--- src/hw/rtl/ggnh_pkg.sv ---
// ggnh_pkg: types, widths and codes shared by the greedy next hop unit
// no dependencies; imported by ggnh_dist_unit and greedy_geographic_next_hop_unit
`timescale 1ns / 1ps

package ggnh_pkg;

  localparam int TABLE_DEPTH = 64;
  localparam int IDX_W       = (TABLE_DEPTH > 1) ? $clog2(TABLE_DEPTH) : 1;
  localparam int CNT_W       = $clog2(TABLE_DEPTH + 1);
  localparam int ID_W        = 16;
  localparam int COORD_W     = 16;
  localparam int DIFF_W      = COORD_W + 1;
  localparam int SQ_W        = 2 * COORD_W;
  localparam int DIST_W      = SQ_W + 1;
  localparam int ENTRY_W     = ID_W + 2 * COORD_W;
  localparam int CFG_IDX_W   = 1;

  localparam logic [CNT_W-1:0] DEPTH_CNT = CNT_W'(TABLE_DEPTH);

  localparam logic MODE_HELLO = 1'b0;
  localparam logic MODE_QUERY = 1'b1;

  localparam logic [CFG_IDX_W-1:0] CFG_OWN_X = 1'b0;
  localparam logic [CFG_IDX_W-1:0] CFG_OWN_Y = 1'b1;

  typedef struct packed {
    logic                      mode;
    logic [ID_W-1:0]           neighbor_id;
    logic signed [COORD_W-1:0] pos_x;
    logic signed [COORD_W-1:0] pos_y;
  } req_t;

  typedef struct packed {
    logic [ID_W-1:0] next_hop;
    logic            hop_found;
    logic            table_full_drop;
  } rsp_t;

  typedef struct packed {
    logic [ID_W-1:0]           id;
    logic signed [COORD_W-1:0] x;
    logic signed [COORD_W-1:0] y;
  } entry_t;

  typedef struct packed {
    logic            own;
    logic [ID_W-1:0] id;
  } dist_tag_t;

  typedef enum logic [2:0] {
    ST_IDLE,
    ST_SCAN,
    ST_DRAIN,
    ST_FINISH,
    ST_RESP
  } state_e;

endpackage

--- src/hw/rtl/ggnh_ram.sv ---
// ggnh_ram: generic single write port, single read port ram with registered read
// no dependencies
`timescale 1ns / 1ps

module ggnh_ram #(
  parameter int WIDTH = 8,
  parameter int DEPTH = 16,
  parameter int AW    = (DEPTH > 1) ? $clog2(DEPTH) : 1
) (
  input  logic             clk_i,
  input  logic             we_i,
  input  logic [AW-1:0]    waddr_i,
  input  logic [WIDTH-1:0] wdata_i,
  input  logic             re_i,
  input  logic [AW-1:0]    raddr_i,
  output logic [WIDTH-1:0] rdata_o
);

  logic [WIDTH-1:0] mem_q [DEPTH];
  logic [WIDTH-1:0] rdata_q;

  always_ff @(posedge clk_i) begin
    if (we_i) begin
      mem_q[waddr_i] <= wdata_i;
    end
  end

  always_ff @(posedge clk_i) begin
    if (re_i) begin
      rdata_q <= mem_q[raddr_i];
    end
  end

  assign rdata_o = rdata_q;

endmodule

--- src/hw/rtl/ggnh_dist_unit.sv ---
// ggnh_dist_unit: three stage squared euclidean distance pipeline with a tag
// depends on ggnh_pkg
`timescale 1ns / 1ps

module ggnh_dist_unit
  import ggnh_pkg::*;
(
  input  logic                      clk_i,
  input  logic                      rst_ni,
  input  logic                      valid_i,
  input  dist_tag_t                 tag_i,
  input  logic signed [COORD_W-1:0] ax_i,
  input  logic signed [COORD_W-1:0] ay_i,
  input  logic signed [COORD_W-1:0] bx_i,
  input  logic signed [COORD_W-1:0] by_i,
  output logic                      valid_o,
  output dist_tag_t                 tag_o,
  output logic [DIST_W-1:0]         dist_o,
  output logic                      busy_o
);

  logic                     v1_q, v2_q, v3_q;
  dist_tag_t                t1_q, t2_q, t3_q;
  logic signed [DIFF_W-1:0] dx1_q, dy1_q, dx1_d, dy1_d;
  logic [SQ_W-1:0]          sx2_q, sy2_q, sx2_d, sy2_d;
  logic [DIST_W-1:0]        d3_q, d3_d;
  logic signed [2*DIFF_W-1:0] prod_x, prod_y;

  always_comb begin
    dx1_d  = DIFF_W'(ax_i) - DIFF_W'(bx_i);
    dy1_d  = DIFF_W'(ay_i) - DIFF_W'(by_i);
    prod_x = dx1_q * dx1_q;
    prod_y = dy1_q * dy1_q;
    sx2_d  = prod_x[SQ_W-1:0];
    sy2_d  = prod_y[SQ_W-1:0];
    d3_d   = {1'b0, sx2_q} + {1'b0, sy2_q};
  end

  always_ff @(posedge clk_i or negedge rst_ni) begin
    if (!rst_ni) begin
      v1_q <= 1'b0;
      v2_q <= 1'b0;
      v3_q <= 1'b0;
    end else begin
      v1_q <= valid_i;
      v2_q <= v1_q;
      v3_q <= v2_q;
    end
  end

  always_ff @(posedge clk_i) begin
    t1_q  <= tag_i;
    dx1_q <= dx1_d;
    dy1_q <= dy1_d;
    t2_q  <= t1_q;
    sx2_q <= sx2_d;
    sy2_q <= sy2_d;
    t3_q  <= t2_q;
    d3_q  <= d3_d;
  end

  assign valid_o = v3_q;
  assign tag_o   = t3_q;
  assign dist_o  = d3_q;
  assign busy_o  = v1_q | v2_q | v3_q;

endmodule

--- src/hw/rtl/greedy_geographic_next_hop_unit.sv ---
// Greedy geographic next hop unit. A neighbour table of id and x,y position lives in one
// synchronous ram; each request scans the filled entries one per cycle, a hello updates or
// appends its neighbour or flags a drop when the table is full, and a query returns the
// closest neighbour strictly nearer the destination than this node, earliest entry on ties.
// Each request runs the ram read scan followed by the three stage distance pipeline drain.
// No clearing pass is needed after reset. The own position is to be written by the user
// through the configuration port only while idle; the block itself does not enforce this.
// depends on ggnh_pkg, ggnh_ram and ggnh_dist_unit
`timescale 1ns / 1ps

module greedy_geographic_next_hop_unit
  import ggnh_pkg::*;
(
  input  logic                 clk_i,
  input  logic                 rst_ni,
  input  logic                 in_valid_i,
  output logic                 in_ready_o,
  input  req_t                 in_req_i,
  output logic                 out_valid_o,
  input  logic                 out_ready_i,
  output rsp_t                 out_rsp_o,
  input  logic                 cfg_valid_i,
  output logic                 cfg_ready_o,
  input  logic [CFG_IDX_W-1:0] cfg_index_i,
  input  logic [COORD_W-1:0]   cfg_data_i
);

  state_e                    state_q, state_d;
  req_t                      req_q;
  logic [CNT_W-1:0]          scan_q, scan_d;
  logic [CNT_W-1:0]          count_q, count_d;
  logic signed [COORD_W-1:0] own_x_q, own_y_q;
  logic                      rd_vld_q;
  logic [IDX_W-1:0]          rd_addr_q;
  logic                      matched_q, matched_d;
  logic [IDX_W-1:0]          match_idx_q, match_idx_d;
  logic [DIST_W-1:0]         best_q, best_d;
  logic [ID_W-1:0]           hop_q, hop_d;
  logic                      found_q, found_d;
  rsp_t                      res_q, res_d;
  logic                      out_valid_q, out_valid_d;
  rsp_t                      out_rsp_q, out_rsp_d;

  logic                      accept;
  logic                      rd_en;
  logic                      we;
  logic [IDX_W-1:0]          waddr;
  entry_t                    wentry;
  entry_t                    rentry;
  logic [ENTRY_W-1:0]        rdata;

  logic                      du_valid;
  dist_tag_t                 du_tag;
  logic signed [COORD_W-1:0] du_ax, du_ay, du_bx, du_by;
  logic                      dv_valid;
  dist_tag_t                 dv_tag;
  logic [DIST_W-1:0]         dv_dist;
  logic                      dv_busy;

  assign rentry = entry_t'(rdata);

  ggnh_ram #(
    .WIDTH(ENTRY_W),
    .DEPTH(TABLE_DEPTH)
  ) u_table (
    .clk_i  (clk_i),
    .we_i   (we),
    .waddr_i(waddr),
    .wdata_i(wentry),
    .re_i   (rd_en),
    .raddr_i(scan_q[IDX_W-1:0]),
    .rdata_o(rdata)
  );

  ggnh_dist_unit u_dist (
    .clk_i  (clk_i),
    .rst_ni (rst_ni),
    .valid_i(du_valid),
    .tag_i  (du_tag),
    .ax_i   (du_ax),
    .ay_i   (du_ay),
    .bx_i   (du_bx),
    .by_i   (du_by),
    .valid_o(dv_valid),
    .tag_o  (dv_tag),
    .dist_o (dv_dist),
    .busy_o (dv_busy)
  );

  // next state
  always_comb begin
    state_d = state_q;
    unique case (state_q)
      ST_IDLE: begin
        if (in_valid_i) state_d = ST_SCAN;
      end
      ST_SCAN: begin
        if (scan_q >= count_q) state_d = ST_DRAIN;
      end
      ST_DRAIN: begin
        if (!rd_vld_q && !dv_busy) state_d = ST_FINISH;
      end
      ST_FINISH: begin
        state_d = ST_RESP;
      end
      ST_RESP: begin
        if (!out_valid_q || out_ready_i) state_d = ST_IDLE;
      end
      default: state_d = ST_IDLE;
    endcase
  end

  // outputs and datapath
  always_comb begin
    in_ready_o  = (state_q == ST_IDLE);
    accept      = in_valid_i && in_ready_o;
    rd_en       = (state_q == ST_SCAN) && (scan_q < count_q);
    cfg_ready_o = 1'b1;

    // own position enters the distance pipeline first, table entries follow
    du_valid    = accept | rd_vld_q;
    du_tag.own  = accept;
    du_tag.id   = rentry.id;
    du_ax       = accept ? own_x_q : rentry.x;
    du_ay       = accept ? own_y_q : rentry.y;
    du_bx       = accept ? in_req_i.pos_x : req_q.pos_x;
    du_by       = accept ? in_req_i.pos_y : req_q.pos_y;

    scan_d      = scan_q;
    count_d     = count_q;
    matched_d   = matched_q;
    match_idx_d = match_idx_q;
    best_d      = best_q;
    hop_d       = hop_q;
    found_d     = found_q;
    res_d       = res_q;
    we          = 1'b0;
    waddr       = count_q[IDX_W-1:0];
    wentry.id   = req_q.neighbor_id;
    wentry.x    = req_q.pos_x;
    wentry.y    = req_q.pos_y;

    if (accept) begin
      scan_d    = '0;
      matched_d = 1'b0;
    end
    if (rd_en) begin
      scan_d = scan_q + 1'b1;
    end
    if (rd_vld_q && !matched_q && (rentry.id == req_q.neighbor_id)) begin
      matched_d   = 1'b1;
      match_idx_d = rd_addr_q;
    end

    if (dv_valid) begin
      if (dv_tag.own) begin
        best_d  = dv_dist;
        hop_d   = '0;
        found_d = 1'b0;
      end else if (dv_dist < best_q) begin
        best_d  = dv_dist;
        hop_d   = dv_tag.id;
        found_d = 1'b1;
      end
    end

    if (state_q == ST_FINISH) begin
      res_d = '0;
      if (req_q.mode == MODE_QUERY) begin
        res_d.next_hop  = hop_q;
        res_d.hop_found = found_q;
      end else if (matched_q) begin
        we    = 1'b1;
        waddr = match_idx_q;
      end else if (count_q < DEPTH_CNT) begin
        we      = 1'b1;
        count_d = count_q + 1'b1;
      end else begin
        res_d.table_full_drop = 1'b1;
      end
    end

    out_valid_d = out_valid_q && !out_ready_i;
    out_rsp_d   = out_rsp_q;
    if ((state_q == ST_RESP) && (!out_valid_q || out_ready_i)) begin
      out_valid_d = 1'b1;
      out_rsp_d   = res_q;
    end
  end

  always_ff @(posedge clk_i or negedge rst_ni) begin
    if (!rst_ni) begin
      state_q     <= ST_IDLE;
      count_q     <= '0;
      scan_q      <= '0;
      rd_vld_q    <= 1'b0;
      matched_q   <= 1'b0;
      out_valid_q <= 1'b0;
      own_x_q     <= '0;
      own_y_q     <= '0;
    end else begin
      state_q     <= state_d;
      count_q     <= count_d;
      scan_q      <= scan_d;
      rd_vld_q    <= rd_en;
      matched_q   <= matched_d;
      out_valid_q <= out_valid_d;
      if (cfg_valid_i && cfg_ready_o) begin
        unique case (cfg_index_i)
          CFG_OWN_X: own_x_q <= cfg_data_i;
          CFG_OWN_Y: own_y_q <= cfg_data_i;
        endcase
      end
    end
  end

  always_ff @(posedge clk_i) begin
    if (accept) req_q <= in_req_i;
    rd_addr_q   <= scan_q[IDX_W-1:0];
    match_idx_q <= match_idx_d;
    best_q      <= best_d;
    hop_q       <= hop_d;
    found_q     <= found_d;
    res_q       <= res_d;
    out_rsp_q   <= out_rsp_d;
  end

  assign out_valid_o = out_valid_q;
  assign out_rsp_o   = out_rsp_q;

  a_count_bound: assert property (@(posedge clk_i) disable iff (!rst_ni)
    count_q <= DEPTH_CNT)
    else $error("entry count beyond table depth");

  a_drop_only_full: assert property (@(posedge clk_i) disable iff (!rst_ni)
    out_valid_q && out_rsp_q.table_full_drop |-> count_q == DEPTH_CNT)
    else $error("drop reported with room in the table");

  a_drop_excl_found: assert property (@(posedge clk_i) disable iff (!rst_ni)
    out_valid_q |-> !(out_rsp_q.hop_found && out_rsp_q.table_full_drop))
    else $error("drop and hop found together");

  a_no_hop_zero: assert property (@(posedge clk_i) disable iff (!rst_ni)
    out_valid_q && !out_rsp_q.hop_found |-> out_rsp_q.next_hop == '0)
    else $error("next hop set without a hop found");

  a_write_when_done: assert property (@(posedge clk_i) disable iff (!rst_ni)
    we |-> !rd_vld_q && !dv_busy && (state_q == ST_FINISH))
    else $error("table write while the scan is in flight");

endmodule
--- config.mk ---
export PLATFORM = sky130hd
export DESIGN_NAME = greedy_geographic_next_hop_unit
export DESIGN_NICKNAME = d
export VERILOG_FILES = /design/src/hw/rtl/ggnh_pkg.sv /design/src/hw/rtl/ggnh_ram.sv /design/src/hw/rtl/ggnh_dist_unit.sv /design/src/hw/rtl/greedy_geographic_next_hop_unit.sv
export SDC_FILE = /design/constraint.sdc
export NUM_CORES = 2
export LEC_CHECK = 0
export BUFFER_PORTS_ARGS = -buffer_cell sky130_fd_sc_hd__buf_2
export CAP_MARGIN = 15
export CELL_PAD_IN_SITES_DETAIL_PLACEMENT = 2
export CELL_PAD_IN_SITES_GLOBAL_PLACEMENT = 2
export CORE_MARGIN = 1
export CORE_UTILIZATION = 45
export DETAILED_ROUTE_END_ITERATION = 10
export PLACE_DENSITY = 0.84
export SYNTH_ARGS = -nofsm -noshare
export SYNTH_HDL_FRONTEND = slang
export SYNTH_SLANG_ARGS = --single-unit
--- constraint.sdc ---
create_clock -name clk_i -period 6.3 [get_ports clk_i]
set_input_delay 0.315 -clock clk_i [delete_from_list [all_inputs] [get_ports clk_i]]
set_output_delay 0.315 -clock clk_i [all_outputs]
set_load 0.02 [all_outputs]
==> flow_summary.yaml, run 1 <==
status:
  outcome: "did not finish"
  lastStage: "3_5_place_dp"
  error_line: "[ERROR DPL-0033] detailed placement checks failed during check placement."
placement:
  hpwl_um: 473000
  portBuffers: 90
  gp_congestion: 0.836
logic_synthesis:
  netlist_area_mm2: 0.151
  ys_ff_latch: 3502
  ys.warnings.count: 0
  syn_nets: 8505
  synth.distinct_cells: 70
  ys.flop_type: "edfxtp_1"
  syn_avg_cell_area_um2: 19.8
  synth_cells: 7650
  synth-seq-area-share_pct: 68.2
  synth_edf_count: 3261
  synthArstFlopShare_pct: 1.57
die:
  initial_core_util_pct: 45.3
  fp.dieW_um: 582
  fp.dieH_um: 582
  io_pins: 92
  rows: 212
-- per-stage QoR --
step              hold slack [ns]  worst slack (ns)
floorplan                  0.0194          0.000721
global placement            0.312           -0.0197
-- synth_stat cells, types with 3 or more instances --
master | n | area [µm²]
edfxtp_1 | 3261 | 97900
mux4_2 | 1008 | 22700
inv_1 | 741 | 2780
fa_1 | 516 | 10300
nand2_1 | 310 | 1160
ha_1 | 268 | 3350
clkbuf_1 | 220 | 826
dfxtp_1 | 186 | 3720
nor2_1 | 165 | 619
and2_1 | 134 | 838
xnor2_1 | 126 | 1100
a21oi_1 | 78 | 390
o21ai_0 | 65 | 325
buf_1 | 62 | 233
dfrtp_1 | 55 | 1380
nor2b_1 | 51 | 319
xor2_1 | 37 | 324
mux2_2 | 36 | 405
mux2i_1 | 36 | 360
a21o_1 | 34 | 255
nand3_1 | 32 | 160
nand2b_1 | 27 | 169
nor3_1 | 26 | 130
o21a_1 | 25 | 188
and3_1 | 14 | 87.6
buf_2 | 14 | 70.1
nand4_1 | 11 | 68.8
o31ai_1 | 10 | 75.1
or3_1 | 9 | 56.3
a211oi_1 | 8 | 60.1
a2111oi_0 | 7 | 61.3
or2_2 | 7 | 43.8
a31oi_1 | 6 | 37.5
o21bai_1 | 6 | 45.0
a21boi_0 | 5 | 37.5
a31o_2 | 4 | 35.0
nor4_1 | 4 | 25.0
o211ai_1 | 4 | 30.0
a21oi_2 | 3 | 26.3
o22ai_1 | 3 | 18.8
o31a_1 | 3 | 26.3
-- cell families after synthesis --
kind of cell	share of synthesized area, %
and+or+nand+nor	2.49
AOI/OAI and AO/OA	1.22
other	0.00248
buffers and inverters	2.59
muxes	15.5
DFF	68.2
xor gates and xnor gates	0.945
adders and majority gates	9.05
==> inputs of run 2 (changes only) <==
CELL_PAD_IN_SITES_DETAIL_PLACEMENT = not set   (was 2)
CELL_PAD_IN_SITES_GLOBAL_PLACEMENT = not set   (was 2)
CORE_UTILIZATION = 30   (was 45)
PLACE_DENSITY = not set   (was 0.84)
PLACE_DENSITY_LB_ADDON = 0.15   (was not set)
clock period = 8.19 ns   (was 6.3 ns; I/O delays follow)
==> run 2 against run 1 <==
Effect of this change:
- the run now ends clean
- synthesized cell count unchanged
- area after synthesis unchanged
==> flow_summary.yaml, run 2 <==
status:
  outcome: "complete, no violations"
worst_setup_path:
  slowest_stage: "dfxtp_1"
  required_ns: 9.00
  crit_type: "reg -> reg"
  slowest_delay_ns: 0.81
  rrSetupSlack_ns: 1.20
  reg2reg_to: "u_dist.sy2_q[31]"
  crit_fanout: 15
  cp.arrival_ns: 7.81
  startpoint: "u_dist.dy1_q[2]"
  cp_common_cell: "fa_1"
  ff2ff_path_depth: 24
  cp_num_buf_inv: 6
  crit_family: "adder cells"
  crit_cells: 24
  crit_chain: "buf_4, nand2_1, fa_1, inv_1, fa_1, inv_1, fa_1, inv_1, fa_1, fa_1, inv_1, fa_1, inv_1, ha_1, and4_1, and2_1, a32oi_1, o31ai_1, o41a_1, a21oi_1, a21o_1, a21boi_0, nor2_1, xnor2_1"
  start_kind: "register"
  r2r_start: "u_dist.dy1_q[2]"
  crit_end: "u_dist.sy2_q[31]"
  worst_setup_path_end_kind: "register"
clocking:
  numCtsBuffers: 388
  clock-sinks: 3502
  clock_latency_ns: 1.00
  cts-root-buf: "clkbuf_16"
  postCtsSetupBuffers: 0
  cts_tree: "done"
  clk_pin_slew_ns: 0.06
  hold_buffers: 70
  ctsLongestPathBuffers: 4
  post_cts_resized: 0
  htree_levels: 5
sta:
  hold_viol: 0
  setup_viol: 0
  relSlewSlack_pct: 22.8
  fin_crit_ns: 6.99
  whs_ns: 0.0724
  slew_violations: 0
  worstMarginPinSlew_ns: 1.16
  max_freq_ghz: 0.143
  tns_ns: 0
  final.period_utilization_pct: 85.4
  rsz0062_at_grt: "false"
  fin_skew_ns: 0.120
placement:
  placed_cell_area_mm2: 0.161
  gp_congestion: 0.786
  hpwl_um: 265000
  portBuffers: 90
logic_synthesis:
  ys.flop_type: "edfxtp_1"
  yosys.area.top_type_share_pct: 64.8
  synth.distinct_cells: 70
  post-synth-top-count-cell: "edfxtp_1"
  synth_common_cells: "3261 x edfxtp_1, 1008 x mux4_2, 741 x inv_1"
  synthArstFlopShare_pct: 1.57
  synth_edf_count: 3261
  synth_cells: 7650
  ys_ff_latch: 3502
  netlist_area_mm2: 0.151
  syn_nets: 8505
  synthTopCellsByArea: "edfxtp_1 65%, mux4_2 15%, fa_1 6.8%"
  synth-seq-area-share_pct: 68.2
  ys.warnings.count: 0
  synth_top_cell_by_area: "edfxtp_1"
  syn_avg_cell_area_um2: 19.8
drt:
  drtIter0Drc: 7956
  ant_nets: 0
  postRouteWirelength_um: 466000
  firstDrtPassIters: 7
  wire_per_inst_um: 30.8
  drcViolationCount: 0
  via_per_inst: 4.95
  vias: 75000
finish:
  fin_area_mm2: 0.175
  layout_common_cells: "3261 x edfxtp_1, 1008 x mux4_2, 739 x inv_1"
  drive_above_1_share_pct: 23.6
  area_growth_pct: 15.5
  fillers: 46900
  nNetsFinal: 8980
  regMostFlops: "u_table.mem_q"
  largest_reg_flops: 3072
  layout_commonest_cell: "edfxtp_1"
grt:
  antenna_found_initial: 38
  overflow: 0
  grt_max_degree: 106
  first_global_vias: 78900
  grt_pass1_wl_um: 643000
  grt.total_usage_pct: 18.1
die:
  fp.dieH_um: 712
  rows: 260
  io_pins: 92
  initial_core_util_pct: 30.1
  coreArea_mm2: 0.502
  die_area_mm2: 0.507
  fp.dieW_um: 712
flow_run:
  maxCapViolCount: 0
hold_path:
  min_path_type: "in -> async"
-- run 2: cell counts after synthesis --
Identical to the previous run, type by type.
-- run 2: per-stage QoR --
step,util [%],worst slack (ns),cells
2_1_floorplan,-,1.75,7650
3_3_place_gp,32.2,1.07,14300
3_5_place_dp,32.2,1.15,14300
4_1_cts,34.8,1.13,15100
5_1_grt,34.8,0.817,15100
6_report,34.8,1.20,15100
-- run 2: worst min-delay path by stage --
stage	startpoint	endpoint	depth (start not counted)
detailed placement	u_dist.t1_q[15]	u_dist.t2_q[15]	0
global route	in_req_i[45]	req_q[45]	2
floorplan	rst_ni	count_q[0]	0
finish	rst_ni	u_dist.v1_q	3
CTS	in_req_i[37]	req_q[37]	2
global placement	u_dist.t1_q[16]	u_dist.t2_q[16]	0
-- run 2: worst min-delay path, delay by kind of cell --
family	cells	cell delay (ns)
buffers and inverters	3	1.15
-- run 2: kinds of logic (layout without fill, tap and decap cells) --
| family | count (synthesis) | count (layout) | synth area share (%) |
|---|---|---|---|
| buffers and inverters | 1038 | 1836 | 2.59 |
| xor gates and xnor gates | 163 | 163 | 0.945 |
| AOI/OAI and AO/OA | 283 | 283 | 1.22 |
| other | 1 | 6 | 0.00248 |
| muxes | 1080 | 1080 | 15.5 |
| and+or+nand+nor | 799 | 799 | 2.49 |
| DFF | 3502 | 3502 | 68.2 |
| adders and majority gates | 784 | 784 | 9.05 |
-- run 2: layout make-up --
type	instances	area [µm²]	area share [%]
clock buffers	481	10200	5.87
repair buffers	382	3310	1.89
clock inverters	232	2150	1.23
well taps	6681	8360	4.79
flip-flops and latches	3502	103000	59.0
diodes	5	12.5	0.00717
multi-input cells	3110	44700	25.6
inverters	741	2790	1.60
-- run 2: routing by layer --
| layer | GRT usage [%] | up-vias | wire length [µm] |
|---|---|---|---|
| li1 | - | 30600 | - |
| met1 | 26.0 | 41500 | 208000 |
| met2 | 29.4 | 2378 | 222000 |
| met3 | 2.84 | 524 | 27200 |
| met4 | 3.48 | 2 | 9370 |
| met5 | 0 | - | 8 |
Power of run 2 is left out: the tool's default activity adds up to more than one toggle a clock period on the data nets, which glitch-free logic cannot reach.
